### src/rtl/g2l_pkg.sv
`timescale 1ns / 1ps

package g2l_pkg;

    localparam int unsigned ROM_WORDS = 101;
    localparam int unsigned ROM_AW    = 7;
    localparam int unsigned YEAR_W    = 12;
    localparam int unsigned DAY_W     = 16;   // day offset from the lunar base date
    localparam int unsigned SUM_W     = 17;   // day count from Jan 1 of the base year
    localparam int unsigned QUEUE_DEPTH = 2;

    localparam logic [YEAR_W-1:0] BASE_YEAR      = 12'd1999;
    localparam logic [YEAR_W-1:0] LAST_ROM_YEAR  = 12'd2100;
    localparam logic [YEAR_W-1:0] LEAP_ANCHOR    = 12'd1997;
    localparam logic [SUM_W-1:0]  BASE_DAY       = 17'd46;  // Feb 16 of the base year
    localparam logic [SUM_W-1:0]  DAYS_PER_YEAR  = 17'd365;
    localparam logic [8:0]        LUNAR_YEAR_MIN = 9'd348;  // twelve 29-day months

    localparam int unsigned CFG_IDX_W = 1;
    typedef enum logic [CFG_IDX_W-1:0] {
        CFG_FIRST_YEAR = 1'b0,
        CFG_LAST_YEAR  = 1'b1
    } t_cfg_idx;

    // Word layout: [16] leap month long, [15:4] months 1..12 long, [3:0] leap month number
    localparam logic [16:0] LUNAR_ROM [0:ROM_WORDS-1] = '{
        17'h092e0, 17'h0c960, 17'h0d954, 17'h0d4a0, 17'h0da50, 17'h07552, 17'h056a0, 17'h0abb7,
        17'h025d0, 17'h092d0, 17'h0cab5, 17'h0a950, 17'h0b4a0, 17'h0bca4, 17'h0ad50, 17'h055d9,
        17'h04ba0, 17'h0a5b0, 17'h15176, 17'h05270, 17'h0a930, 17'h07954, 17'h06aa0, 17'h0ad50,
        17'h05b52, 17'h04b60, 17'h0a6e6, 17'h0a4f0, 17'h05260, 17'h0ea65, 17'h0d520, 17'h0daa0,
        17'h076a3, 17'h096d0, 17'h04afb, 17'h04ad0, 17'h0a4d0, 17'h1d0b6, 17'h0d250, 17'h0d520,
        17'h0dd45, 17'h0b5a0, 17'h056d0, 17'h055b2, 17'h049b0, 17'h0a577, 17'h0a4b0, 17'h0aa50,
        17'h1b255, 17'h06d20, 17'h0ada0, 17'h14b63, 17'h09370, 17'h049f8, 17'h04970, 17'h064b0,
        17'h168a6, 17'h0ea50, 17'h06aa0, 17'h1a6c4, 17'h0aae0, 17'h092e0, 17'h0d2e3, 17'h0c960,
        17'h0d557, 17'h0d4a0, 17'h0da50, 17'h05d55, 17'h056a0, 17'h0a6d0, 17'h055d4, 17'h092d0,
        17'h0a9b8, 17'h0a950, 17'h0b4a0, 17'h0b6a6, 17'h0ad50, 17'h055a0, 17'h0aba4, 17'h0a5b0,
        17'h052b0, 17'h0b273, 17'h06930, 17'h07337, 17'h06aa0, 17'h0ad50, 17'h14b55, 17'h04b60,
        17'h0a570, 17'h054e4, 17'h0d160, 17'h0e968, 17'h0d520, 17'h0daa0, 17'h16aa6, 17'h056d0,
        17'h04ae0, 17'h0a9d4, 17'h0a2d0, 17'h0d150, 17'h0f252
    };

    typedef struct packed {
        logic             ok;
        logic [DAY_W-1:0] days;
    } t_item;

    function automatic logic [16:0] lunar_word(input logic [ROM_AW-1:0] idx);
        if (idx < ROM_AW'(ROM_WORDS)) begin
            return LUNAR_ROM[idx];
        end
        return 17'd0;
    endfunction

    function automatic logic [4:0] month_len(input logic [16:0] word, input logic [3:0] m);
        logic [4:0] bit_idx;
        bit_idx = 5'd16 - {1'b0, m};
        return word[bit_idx] ? 5'd30 : 5'd29;
    endfunction

    function automatic logic [4:0] leap_len(input logic [16:0] word);
        return word[16] ? 5'd30 : 5'd29;
    endfunction

    function automatic logic [8:0] year_len(input logic [16:0] word);
        logic [8:0] d;
        d = LUNAR_YEAR_MIN;
        for (int i = 4; i < 16; i++) begin
            d = d + 9'(word[i]);
        end
        if (word[3:0] != 4'd0) begin
            d = d + 9'(leap_len(word));
        end
        return d;
    endfunction

    // days before the first of month m in a common year
    function automatic logic [8:0] month_start(input logic [3:0] m);
        case (m)
            4'd1:    return 9'd0;
            4'd2:    return 9'd31;
            4'd3:    return 9'd59;
            4'd4:    return 9'd90;
            4'd5:    return 9'd120;
            4'd6:    return 9'd151;
            4'd7:    return 9'd181;
            4'd8:    return 9'd212;
            4'd9:    return 9'd243;
            4'd10:   return 9'd273;
            4'd11:   return 9'd304;
            4'd12:   return 9'd334;
            default: return 9'd0;
        endcase
    endfunction

    function automatic logic [4:0] solar_len(input logic leap, input logic [3:0] m);
        case (m)
            4'd2:                           return leap ? 5'd29 : 5'd28;
            4'd4, 4'd6, 4'd9, 4'd11:        return 5'd30;
            4'd1, 4'd3, 4'd5, 4'd7, 4'd8,
            4'd10, 4'd12:                   return 5'd31;
            default:                        return 5'd0;
        endcase
    endfunction

endpackage

### src/rtl/g2l_front.sv
`timescale 1ns / 1ps

module g2l_front (
    input  logic [11:0]   i_first_year,
    input  logic [11:0]   i_last_year,
    input  logic          i_in_valid,
    output logic          o_in_ready,
    input  logic [11:0]   i_greg_year,
    input  logic [3:0]    i_greg_month,
    input  logic [4:0]    i_greg_day,
    input  logic          i_full,
    output logic          o_push,
    output g2l_pkg::t_item o_item
);
    import g2l_pkg::*;

    logic             year_ok;
    logic             date_ok;
    logic             leap;
    logic [6:0]       year_ofs;
    logic [YEAR_W-1:0] leap_span;
    logic [SUM_W-1:0] day_sum;

    // Years after 2100 would run past the table end anyway, so they are dropped here.
    assign year_ok = (i_greg_year >= i_first_year) && (i_greg_year <= i_last_year) &&
                     (i_greg_year >= BASE_YEAR) && (i_greg_year <= LAST_ROM_YEAR);
    // within the accepted span only 2100 breaks the four-year rule
    assign leap    = (i_greg_year[1:0] == 2'd0) && (i_greg_year != LAST_ROM_YEAR);
    assign date_ok = (i_greg_month >= 4'd1) && (i_greg_month <= 4'd12) &&
                     (i_greg_day >= 5'd1) &&
                     (i_greg_day <= solar_len(leap, i_greg_month));

    assign year_ofs  = 7'(i_greg_year - BASE_YEAR);
    assign leap_span = (i_greg_year - LEAP_ANCHOR) >> 2;   // leap years in [base, year)

    assign day_sum = SUM_W'(year_ofs) * DAYS_PER_YEAR
                   + SUM_W'(leap_span)
                   + SUM_W'(month_start(i_greg_month))
                   + SUM_W'(leap && (i_greg_month > 4'd2))
                   + SUM_W'(i_greg_day) - SUM_W'(1);

    assign o_in_ready  = !i_full;
    assign o_push      = i_in_valid && !i_full;
    assign o_item.ok   = year_ok && date_ok && (day_sum >= BASE_DAY);
    assign o_item.days = DAY_W'(day_sum - BASE_DAY);

endmodule

### src/rtl/g2l_queue.sv
`timescale 1ns / 1ps

module g2l_queue (
    input  logic           i_clk,
    input  logic           i_rst_n,
    input  logic           i_push,
    input  g2l_pkg::t_item i_item,
    output logic           o_full,
    input  logic           i_pop,
    output logic           o_valid,
    output g2l_pkg::t_item o_item
);
    import g2l_pkg::*;

    localparam int unsigned PW = $clog2(QUEUE_DEPTH);

    t_item                r_mem [0:QUEUE_DEPTH-1];
    logic [PW-1:0]        r_wp, r_rp;
    logic [PW:0]          r_cnt;

    assign o_full  = (r_cnt == (PW+1)'(QUEUE_DEPTH));
    assign o_valid = (r_cnt != '0);
    assign o_item  = r_mem[r_rp];

    always_ff @(posedge i_clk) begin
        if (i_push) begin
            r_mem[r_wp] <= i_item;
        end
    end

    always_ff @(posedge i_clk) begin
        if (!i_rst_n) begin
            r_wp  <= '0;
            r_rp  <= '0;
            r_cnt <= '0;
        end else begin
            if (i_push) begin
                r_wp <= (r_wp == PW'(QUEUE_DEPTH - 1)) ? '0 : r_wp + PW'(1);
            end
            if (i_pop) begin
                r_rp <= (r_rp == PW'(QUEUE_DEPTH - 1)) ? '0 : r_rp + PW'(1);
            end
            r_cnt <= r_cnt + (PW+1)'(i_push) - (PW+1)'(i_pop);
        end
    end

endmodule

### src/rtl/g2l_back.sv
`timescale 1ns / 1ps

module g2l_back #(
    parameter int unsigned TABLE_YEARS = 101
) (
    input  logic           i_clk,
    input  logic           i_rst_n,
    input  logic           i_q_valid,
    input  g2l_pkg::t_item i_q_item,
    output logic           o_pop,
    output logic           o_out_valid,
    input  logic           i_out_ready,
    output logic           o_ok,
    output logic [11:0]    o_lun_year,
    output logic [3:0]     o_lun_month,
    output logic [4:0]     o_lunar_day,
    output logic           o_is_leap_month
);
    import g2l_pkg::*;

    localparam int unsigned KW = $clog2(TABLE_YEARS + 1);

    typedef enum logic [3:0] {
        S_IDLE  = 4'b0001,
        S_YEAR  = 4'b0010,
        S_MONTH = 4'b0100,
        S_DONE  = 4'b1000
    } t_state;

    t_state           r_state, n_state;
    logic [DAY_W-1:0] r_rem, n_rem;
    logic [KW-1:0]    r_k, n_k;
    logic [3:0]       r_m, n_m;
    logic             r_in_leap, n_in_leap;
    logic [16:0]      r_word, n_word;
    logic             r_res_ok, n_res_ok;
    logic [11:0]      r_res_year, n_res_year;
    logic [3:0]       r_res_month, n_res_month;
    logic [4:0]       r_res_day, n_res_day;
    logic             r_res_leap, n_res_leap;
    logic             r_out_valid;
    logic             out_free;

    logic [16:0]      year_word;
    logic [DAY_W-1:0] ylen, mlen;

    assign year_word = lunar_word(ROM_AW'(r_k));
    assign ylen      = DAY_W'(year_len(year_word));
    assign mlen      = r_in_leap ? DAY_W'(leap_len(r_word)) : DAY_W'(month_len(r_word, r_m));
    assign out_free  = !r_out_valid || i_out_ready;
    assign o_pop     = (r_state == S_IDLE) && i_q_valid;

    always_comb begin
        n_state     = r_state;
        n_rem       = r_rem;
        n_k         = r_k;
        n_m         = r_m;
        n_in_leap   = r_in_leap;
        n_word      = r_word;
        n_res_ok    = r_res_ok;
        n_res_year  = r_res_year;
        n_res_month = r_res_month;
        n_res_day   = r_res_day;
        n_res_leap  = r_res_leap;
        case (r_state)
            S_IDLE: begin
                n_res_ok    = 1'b0;
                n_res_year  = '0;
                n_res_month = '0;
                n_res_day   = '0;
                n_res_leap  = 1'b0;
                if (i_q_valid) begin
                    n_rem = i_q_item.days;
                    n_k   = '0;
                    n_state = i_q_item.ok ? S_YEAR : S_DONE;
                end
            end
            S_YEAR: begin
                if (r_k >= KW'(TABLE_YEARS)) begin
                    n_state = S_DONE;               // past the table end
                end else if (r_rem < ylen) begin
                    n_word    = year_word;
                    n_m       = 4'd1;
                    n_in_leap = 1'b0;
                    n_state   = S_MONTH;
                end else begin
                    n_rem = r_rem - ylen;
                    n_k   = r_k + KW'(1);
                end
            end
            S_MONTH: begin
                if (r_rem < mlen) begin
                    n_res_ok    = 1'b1;
                    n_res_year  = BASE_YEAR + 12'(r_k);
                    n_res_month = r_m;
                    n_res_day   = 5'(r_rem) + 5'd1;
                    n_res_leap  = r_in_leap;
                    n_state     = S_DONE;
                end else begin
                    n_rem = r_rem - mlen;
                    // leap month follows the regular month of the same number
                    if (!r_in_leap && (r_word[3:0] == r_m)) begin
                        n_in_leap = 1'b1;
                    end else if (r_m == 4'd12) begin
                        n_state = S_DONE;           // walked off the year
                    end else begin
                        n_in_leap = 1'b0;
                        n_m       = r_m + 4'd1;
                    end
                end
            end
            S_DONE: begin
                if (out_free) begin
                    n_state = S_IDLE;
                end
            end
            default: begin
                n_state = S_IDLE;
            end
        endcase
    end

    always_ff @(posedge i_clk) begin
        if (!i_rst_n) begin
            r_state     <= S_IDLE;
            r_out_valid <= 1'b0;
        end else begin
            r_state <= n_state;
            if ((r_state == S_DONE) && out_free) begin
                r_out_valid <= 1'b1;
            end else if (i_out_ready) begin
                r_out_valid <= 1'b0;
            end
        end
    end

    always_ff @(posedge i_clk) begin
        r_rem       <= n_rem;
        r_k         <= n_k;
        r_m         <= n_m;
        r_in_leap   <= n_in_leap;
        r_word      <= n_word;
        r_res_ok    <= n_res_ok;
        r_res_year  <= n_res_year;
        r_res_month <= n_res_month;
        r_res_day   <= n_res_day;
        r_res_leap  <= n_res_leap;
        if ((r_state == S_DONE) && out_free) begin
            o_ok            <= r_res_ok;
            o_lun_year      <= r_res_year;
            o_lun_month     <= r_res_month;
            o_lunar_day     <= r_res_day;
            o_is_leap_month <= r_res_leap;
        end
    end

    assign o_out_valid = r_out_valid;

endmodule

### src/rtl/gregorian_to_lunar_date.sv
`timescale 1ns / 1ps
// A date rejected up front goes from the queue straight to S_DONE; a converted one walks
// S_YEAR over the lunar years skipped, then S_MONTH over up to 13 months, before S_DONE.
// The back end's year/month sequencer runs one conversion at a time, and S_DONE waits for
// a free output; the front end and 2-entry queue keep accepting until the queue is full.
// Reset: synchronous active-low; clears queue, sequencer and output valid, and loads
// the year limits with 1999 and 2099.
module gregorian_to_lunar_date #(
    parameter int unsigned TABLE_YEARS = 101
) (
    input  logic        i_clk,
    input  logic        i_rst_n,
    // configuration write port
    input  logic        i_cfg_we,
    input  logic [0:0]  i_cfg_addr,
    input  logic [11:0] i_cfg_data,
    // input channel
    input  logic        i_in_valid,
    output logic        o_in_ready,
    input  logic [11:0] i_greg_year,
    input  logic [3:0]  i_greg_month,
    input  logic [4:0]  i_greg_day,
    // result channel
    output logic        o_out_valid,
    input  logic        i_out_ready,
    output logic        o_ok,
    output logic [11:0] o_lun_year,
    output logic [3:0]  o_lun_month,
    output logic [4:0]  o_lunar_day,
    output logic        o_is_leap_month
);
    import g2l_pkg::*;

    logic [YEAR_W-1:0] r_first_year;
    logic [YEAR_W-1:0] r_last_year;

    logic  push, full, q_valid, pop;
    t_item f_item, q_item;

    // Year limits; an index outside the register list is ignored.
    always_ff @(posedge i_clk) begin
        if (!i_rst_n) begin
            r_first_year <= 12'd1999;
            r_last_year  <= 12'd2099;
        end else if (i_cfg_we) begin
            case (t_cfg_idx'(i_cfg_addr))
                CFG_FIRST_YEAR: r_first_year <= i_cfg_data;
                CFG_LAST_YEAR:  r_last_year  <= i_cfg_data;
                default: ;
            endcase
        end
    end

    // Front: validate the date and turn it into a day offset from the lunar base date.
    g2l_front u_front (
        .i_first_year (r_first_year),
        .i_last_year  (r_last_year),
        .i_in_valid   (i_in_valid),
        .o_in_ready   (o_in_ready),
        .i_greg_year  (i_greg_year),
        .i_greg_month (i_greg_month),
        .i_greg_day   (i_greg_day),
        .i_full       (full),
        .o_push       (push),
        .o_item       (f_item)
    );

    // Short queue decouples the combinational front from the sequential year/month walk.
    g2l_queue u_queue (
        .i_clk   (i_clk),
        .i_rst_n (i_rst_n),
        .i_push  (push),
        .i_item  (f_item),
        .o_full  (full),
        .i_pop   (pop),
        .o_valid (q_valid),
        .o_item  (q_item)
    );

    // Back: walk the lunar ROM by years, then by months, and register the result.
    g2l_back #(
        .TABLE_YEARS (TABLE_YEARS)
    ) u_back (
        .i_clk           (i_clk),
        .i_rst_n         (i_rst_n),
        .i_q_valid       (q_valid),
        .i_q_item        (q_item),
        .o_pop           (pop),
        .o_out_valid     (o_out_valid),
        .i_out_ready     (i_out_ready),
        .o_ok            (o_ok),
        .o_lun_year      (o_lun_year),
        .o_lun_month     (o_lun_month),
        .o_lunar_day     (o_lunar_day),
        .o_is_leap_month (o_is_leap_month)
    );

endmodule
### config.mk
export PLATFORM = sky130hd
export DESIGN_NAME = gregorian_to_lunar_date
export DESIGN_NICKNAME = d
export VERILOG_FILES = /design/src/rtl/g2l_pkg.sv /design/src/rtl/g2l_front.sv /design/src/rtl/g2l_queue.sv /design/src/rtl/g2l_back.sv /design/src/rtl/gregorian_to_lunar_date.sv
export SDC_FILE = /design/constraint.sdc
export NUM_CORES = 1
export LEC_CHECK = 0
export ABC_AREA = 1
export BUFFER_PORTS_ARGS = -buffer_cell sky130_fd_sc_hd__buf_2
export CAP_MARGIN = 20
export CORE_MARGIN = 10
export CORE_UTILIZATION = 55
export DETAILED_ROUTE_END_ITERATION = 16
export GPL_TIMING_DRIVEN = 1
export PLACE_DENSITY = 0.78
export SLEW_MARGIN = 10
export SYNTH_ARGS = -nofsm -noshare
export SYNTH_HDL_FRONTEND = slang
export SYNTH_SLANG_ARGS = --single-unit
### constraint.sdc
create_clock -name i_clk -period 9.6 [get_ports i_clk]
set_input_delay 0.96 -clock i_clk [delete_from_list [all_inputs] [get_ports i_clk]]
set_output_delay 0.96 -clock i_clk [all_outputs]
set_load 0.005 [all_outputs]
==> Yosys cells after proc, flatten, opt, wreduce, memory -nomap -nowiden <==
Memories as Yosys holds them, arrays and structs flattened. A register that Yosys moved wholly into a read port is not among the register bits.
Cells that the tools add are included.
{ "word_totals": {"reg_bits": 124, "ramBits": 34, "rom_bits": 2320, "memories": 3} }
{ "memory_table": {"columns": ["name", "words", "word_bits", "rd", "rd_clocked_by_memory_dff", "wr", "line", "source"], "rows": [
  ["(name not given)", 128, 17, 1, 0, 0, "g2l_pkg.sv:49", "return LUNAR_ROM[idx];"],
  ["(name not given)", 16, 9, 1, 0, 0, "g2l_pkg.sv:78", "case (m)"],
  ["u_queue.r_mem", 2, 17, 1, 1, 1, "g2l_queue.sv:17", "t_item r_mem [0:QUEUE_DEPTH-1];"]
]} }
{ "op_classes": {"addsub": 32, "mul": 1, "n_lt_le_gt_ge": 16, "n_eq_ne": 33, "muxes": 62, "bitwise": 3, "n_reduce_logical": 37} }
{ "ops": {"columns": ["operator", "n"], "rows": [
  ["$add 9x1->9", 11],
  ["$mux 17", 4],
  ["$mux 16", 4],
  ["$mux 4", 14],
  ["$pmux 16 s3", 1],
  ["$eq 4x4->1 const B", 7],
  ["$pmux 12 s2", 1],
  ["$mux 7", 3],
  ["$eq 4x3->1 const B", 5],
  ["$mux 1", 18],
  ["$add 16x10->17", 1],
  ["$add 17x1->17", 1],
  ["$add 17x5->17", 1],
  ["$add 17x9->17", 1],
  ["$ge 17x6->1 const B", 1],
  ["$sub 17x1->17 const B", 1],
  ["$lt 16x16->1", 1],
  ["$lt 16x9->1", 1],
  ["$mul 7x9->16 const B", 1],
  ["$pmux 4 s2", 2],
  ["$pmux 4 s4", 1],
  ["$sub 16x16->16", 1],
  ["$sub 16x6->16 const B", 1],
  ["$sub 16x9->16", 1],
  ["59 further kinds", 101]
]} }

==> Logic depth before layout (Yosys ltp) <==
{ "depth": {"ltp_word": 24, "ltp_mapped": 43, "ltp_nobuf": 42} }

==> Cells and area by module <==
From an unflattened synthesis, not the netlist that was laid out.
{ "unflattened": {"hier_cells": 1891, "hier_area_um2": 14431.3} }
{ "by_module_without_submodules": {"columns": ["mod", "instances", "cells_per_inst", "area_each_um2"], "rows": [
  ["g2l_back", 1, 1057, 7708.6],
  ["g2l_front", 1, 634, 4345.4],
  ["g2l_queue", 1, 86, 1506.4],
  ["gregorian_to_lunar_date", 1, 114, 870.8]
]} }

==> Least setup slack after synthesis <==
OpenSTA, ideal clock, no wires.
{ "synth_timing": {"kind": "register to register", "startpoint": "register u_back.r_k[0]", "endpoint": "register u_back.r_m[0] (enable)", "arrival_time_ps": 6829, "slack_ps": 2399, "path_stages_with_launch": 38, "path_buffers": 1, "period_less_slack_ps": 7201, "cell_sequence": "edfxtp_1 > buf_2 > inv_1 > ha_1 > inv_1 > nand2_1 > nand3_1 > nand2_1 > o21ai_0 > a31oi_1 > a211oi_1 > fa_1 > inv_1 > fa_1 > fa_1 > fa_1 > inv_1 > ha_1 > [... 2 more ...] > inv_1 > ha_1 > a21oi_1 > nand3_1 > nand2_1 > nand2_1 > nand2_2 > nand2_1 > ha_1 > nand2_1 > nand2_1 > a21boi_0 > nand2_1 > nand2_1 > nand2_1 > nor2_1 > nand2_1 > a211oi_1"} }
{ "synth_via": {"word_cells_on_any_way": 29, "classes_between": "add/sub (13); order compare (3); eq/ne (2); mux (7); bitwise (1); reduce/logical (2); memory (1)"} }
{ "synth_lines": {"columns": ["item", "line", "source"], "rows": [
  ["from (decl)", "g2l_back.sv:32", "logic [KW-1:0] r_k, n_k;"],
  ["from (signal assigned)", "g2l_back.sv:139", "r_k <= n_k;"],
  ["$not 7->8 (implied by the code)", "g2l_pkg.sv:49", null],
  ["$mem_v2 128x17", null, null],
  ["$mux 17 (implied by the code) (2 in a row)", "g2l_pkg.sv:49", null],
  ["$mux 17", "g2l_pkg.sv:48", "if (idx < ROM_AW'(ROM_WORDS)) begin"],
  ["$mux 17 (*)", "g2l_pkg.sv:51", "return 17'd0;"],
  ["via u_back.year_word[7]", "g2l_back.sv:44", "logic [16:0] year_word;"],
  ["$add 9x1->9 (*) (9 in a row)", "g2l_pkg.sv:68", "d = d + 9'(word[i]);"],
  ["$add 9x5->9", "g2l_pkg.sv:71", "d = d + 9'(leap_len(word));"],
  ["$mux 9 (*)", "g2l_pkg.sv:70", "if (word[3:0] != 4'd0) begin"],
  ["$lt 16x9->1 (*)", "g2l_back.sv:81", "end else if (r_rem < ylen) begin"],
  ["$ne 2x1->1 (no line) (*)", null, null],
  ["$reduce_and 6->1 (no line) (*)", null, null],
  ["to (signal assigned)", "g2l_back.sv:140", "r_m <= n_m;"],
  ["to (decl)", "g2l_back.sv:33", "logic [3:0] r_m, n_m;"]
]} }
Mark *: on every way through the listed nets, which the timed path passes. The rest lies on a longest branch. The select of a mux whose other input is x is not followed.
A chain may end at the register's enable or synchronous reset.

==> Final worst setup path <==
{ "layout_timing": {"startpoint": "register u_back.r_k[0]", "endpoint": "register u_back.r_word[0] (enable)"} }
{ "layout_via": {"word_cells_on_any_way": 28, "classes_between": "add/sub (13); order compare (3); mux (7); bitwise (2); reduce/logical (2); memory (1)"} }
{ "layout_lines": {"columns": ["item", "line", "source"], "rows": [
  ["$not 7->8 (implied by the code)", "g2l_pkg.sv:49", null],
  ["$mem_v2 128x17", null, null],
  ["$mux 17 (implied by the code) (2 in a row)", "g2l_pkg.sv:49", null],
  ["$mux 17", "g2l_pkg.sv:48", null],
  ["$mux 17 (*)", "g2l_pkg.sv:51", null],
  ["via u_back.year_word[7]", "g2l_back.sv:44", null],
  ["$add 9x1->9 (*) (9 in a row)", "g2l_pkg.sv:68", null],
  ["$add 9x5->9", "g2l_pkg.sv:71", null],
  ["$mux 9 (*)", "g2l_pkg.sv:70", null],
  ["$lt 16x9->1 (*)", "g2l_back.sv:81", null],
  ["$reduce_and 3->1 (no line) (*)", null, null],
  ["to (signal assigned)", "g2l_back.sv:142", "r_word <= n_word;"],
  ["to (decl)", "g2l_back.sv:35", "logic [16:0] r_word, n_word;"]
]} }
Marked as above.

==> results.cfg <==
[status]
status = finished clean

[sta]
maxSlewViolCount = 0
period_share_pct = 90.29
maxSlewHeadroom_pct = 28.55
finClkSkew_ns = 0.01945
max_freq_ghz = 0.1154
hold_viol_final = 0
setup_viol = 0
setup-tns-final_ns = 0
min_period_ns = 8.668
grt_setup_unrepaired = false
setup_slack_ns = 0.9321
tightestPinTransition_ns = 1.069

[worst_setup_path]
r2r_cells = 36
cp.required_ns = 9.66
end_kind = flip-flop
worst-path-max-fanout = 17
worstReg2RegEnd = u_back.r_word[0]$_DFFE_PP_
crit_type = reg -> reg
crit_path_start_kind = flip-flop
cpPeakStageDelay_ns = 0.64
crit_arrival_ns = 8.73
cp_common_cell = nand2_1
cp_slowest_cell = edfxtp_1
r2r_slack_ns = 0.93
r2r_start = u_back.r_k[0]$_SDFFCE_PN0P_

[final_layout]
stdcell_count = 2202
fin_area_sq_um = 15310
num_antenna_cells = 0
fin_nets = 2081
drive_gt1_share_pct = 8.974
area_delta_synth_final_pct = 9.072

[hold_path]
hold_end = u_back.o_lun_year[11]$_DFFE_PP_
hold_class = reg -> reg
hold_start = u_back.r_res_year[11]$_SDFFCE_PN0P_
min_path_cells = 0

[floorplanning]
die_y_um = 179.8
dieArea_sq_um = 32320
pin_count = 64
core.rowCount = 58
dieWidth_um = 179.8
core-area_sq_um = 25180
initial_utilization_pct = 55.75

[synthesis]
synth_ff_type = edfxtp_1
yosys_register_bits = 159
netlist.area_leader.share_pct = 26.74
synth_most_common_cell = nand2_1
synth_edf_count = 125
synth_area_sq_um = 14040
yosys_warnings = 0
syn_nets = 2025
yosysSeqAreaShare_pct = 31.58
synthArstFlopShare_pct = 0
synth_top_cells_by_count = nand2_1, inv_1, nor2_1
synth.distinct_cells = 56
yosys-top-cells-area = edfxtp_1, ha_1, nand2_1, inv_1, fa_1
syn_inst = 1803
synth_top_area_cell = edfxtp_1
avgSynthCellArea_sq_um = 7.787

[global_routing]
grt_pass1_vias = 12530
grt_max_degree = 33
antenna_found_initial = 2
grt_pass1_wl_mm = 69.01
grt_use_total_pct = 26.57
overflow = 0

[drt]
wl_mm = 44.41
drt_pass1_iterations = 8
viasPerCell = 5.921
ant_nets = 0
vias = 13040
first_iter_violations = 1597
drc = 0
post_drt_wl_per_cell_um = 20.17

[clock_network]
cts_setup_buffers = 0
cts_made_buffers = 17
tritoncts = built
cts_resized = 0
cts_num_sinks = 159
hold_buffers = 0
clk_latency_ns = 0.43
path_clk_slew_ns = 0.08
h-tree-depth = 4
cts_root_buf = clkbuf_16
cts_buffer_depth = 2

[placement]
place_ws_ns = 1.119
io_buffers = 63
gp_congestion = 1.038
hpwl_mm = 35.07
post-place-cells = 2169
place_area_sq_um = 14690

[flow_run]
cap_violations = 0
[kinds of logic after synthesis]
kind of cell / synth area share [%]
DFF: 31.58
and+or+nand+nor: 23.14
adders and majority gates: 19.09
AOI/OAI and AO/OA: 13.01
buffers and inverters: 9.482
muxes: 0.8199
xor gates and xnor gates: 2.870
[layout by cell type (no fill, tap or decap), types with 25 or more instances in the layout]
| master | synthesis | layout |
|---|---|---|
| o211ai_1 | 36 | 36 |
| nand2_1 | 375 | 375 |
| inv_1 | 280 | 280 |
| ha_1 | 131 | 131 |
| o21ai_0 | 109 | 109 |
| xor2_1 | 33 | 33 |
| a21oi_1 | 92 | 92 |
| edfxtp_1 | 125 | 125 |
| nor2_1 | 182 | 181 |
| nand4_1 | 25 | 25 |
| fa_1 | 52 | 52 |
| buf_2 | 15 | 63 |
| nand3_1 | 112 | 112 |
| dfxtp_1 | 34 | 34 |
[worst max-delay path, delay by kind of cell, from the launching register on]
| family | cells | cell delay [ns] |
|---|---|---|
| adder cells (fa/ha/maj) | 9 | 3.64 |
| flip-flops | 1 | 0.64 |
| AND/OR/NAND/NOR | 15 | 1.56 |
| AO/OA/AOI/OAI | 5 | 1.16 |
| buffers and inverters | 7 | 1.28 |
[state kept, by name, indices dropped and copies added, names as in the netlist, 2 cells and up, named ones only]
signal	flops
u_back.o_lun_month	4
u_back.r_word	17
u_back.r_res_day	5
u_queue.r_mem	34
r_first_year	12
u_queue.r_cnt	2
u_back.r_res_year	12
u_back.o_lun_year	12
r_last_year	12
u_back.r_rem	16
u_back.r_state	4
u_back.o_lunar_day	5
u_back.r_res_month	4
u_back.r_k	7
u_back.r_m	4
[cell type report]
| class | instances | area [sq um] |
|---|---|---|
| Inverter | 292 | 1099 |
| Tap cell | 330 | 412.9 |
| Clock inverter | 15 | 180.2 |
| Timing Repair Buffer | 83 | 485.5 |
| Sequential cell | 159 | 4434 |
| Multi-Input combinational cell | 1306 | 8277 |
| Clock buffer | 17 | 425.4 |
| Fill cell | 2252 | 9868 |
[routing by layer]
metal	wire length (um)	track usage [%]	part of all wire (%)
met1	18840	35.57	42
met5	27	0	0.061
met3	4398	6.767	9.9
met4	1360	8.865	3.1
met2	19780	41.03	45
[how the worst max path moves through the flow]
stage,start,end,cells after the start
after global routing,u_back.r_k[0]$_SDFFCE_PN0P_,u_back.r_m[2]$_SDFFCE_PN0P_,36
after floorplan,u_back.r_k[0]$_SDFFCE_PN0P_,u_back.r_m[0]$_SDFFCE_PN1P_,37
after CTS,u_back.r_k[0]$_SDFFCE_PN0P_,u_back.r_word[0]$_DFFE_PP_,36
final,u_back.r_k[0]$_SDFFCE_PN0P_,u_back.r_word[0]$_DFFE_PP_,36
after detailed placement,u_back.r_k[0]$_SDFFCE_PN0P_,u_back.r_word[12]$_DFFE_PP_,36
after global placement,u_back.r_k[2]$_SDFFCE_PN0P_,u_back.r_word[14]$_DFFE_PP_,34
[metrics by stage]
step / utilization, % / hold WS [ns]
floorplan: - / 0.4003
global placement: 58.35 / 0.4008
detailed placement: 58.35 / 0.4054
CTS: 60.75 / 0.4235
global route: 60.81 / 0.4265
finish: 60.81 / 0.4219
Power is left out: the tool's default activity adds up to more than one toggle a clock period on the data nets, which glitch-free logic cannot reach.
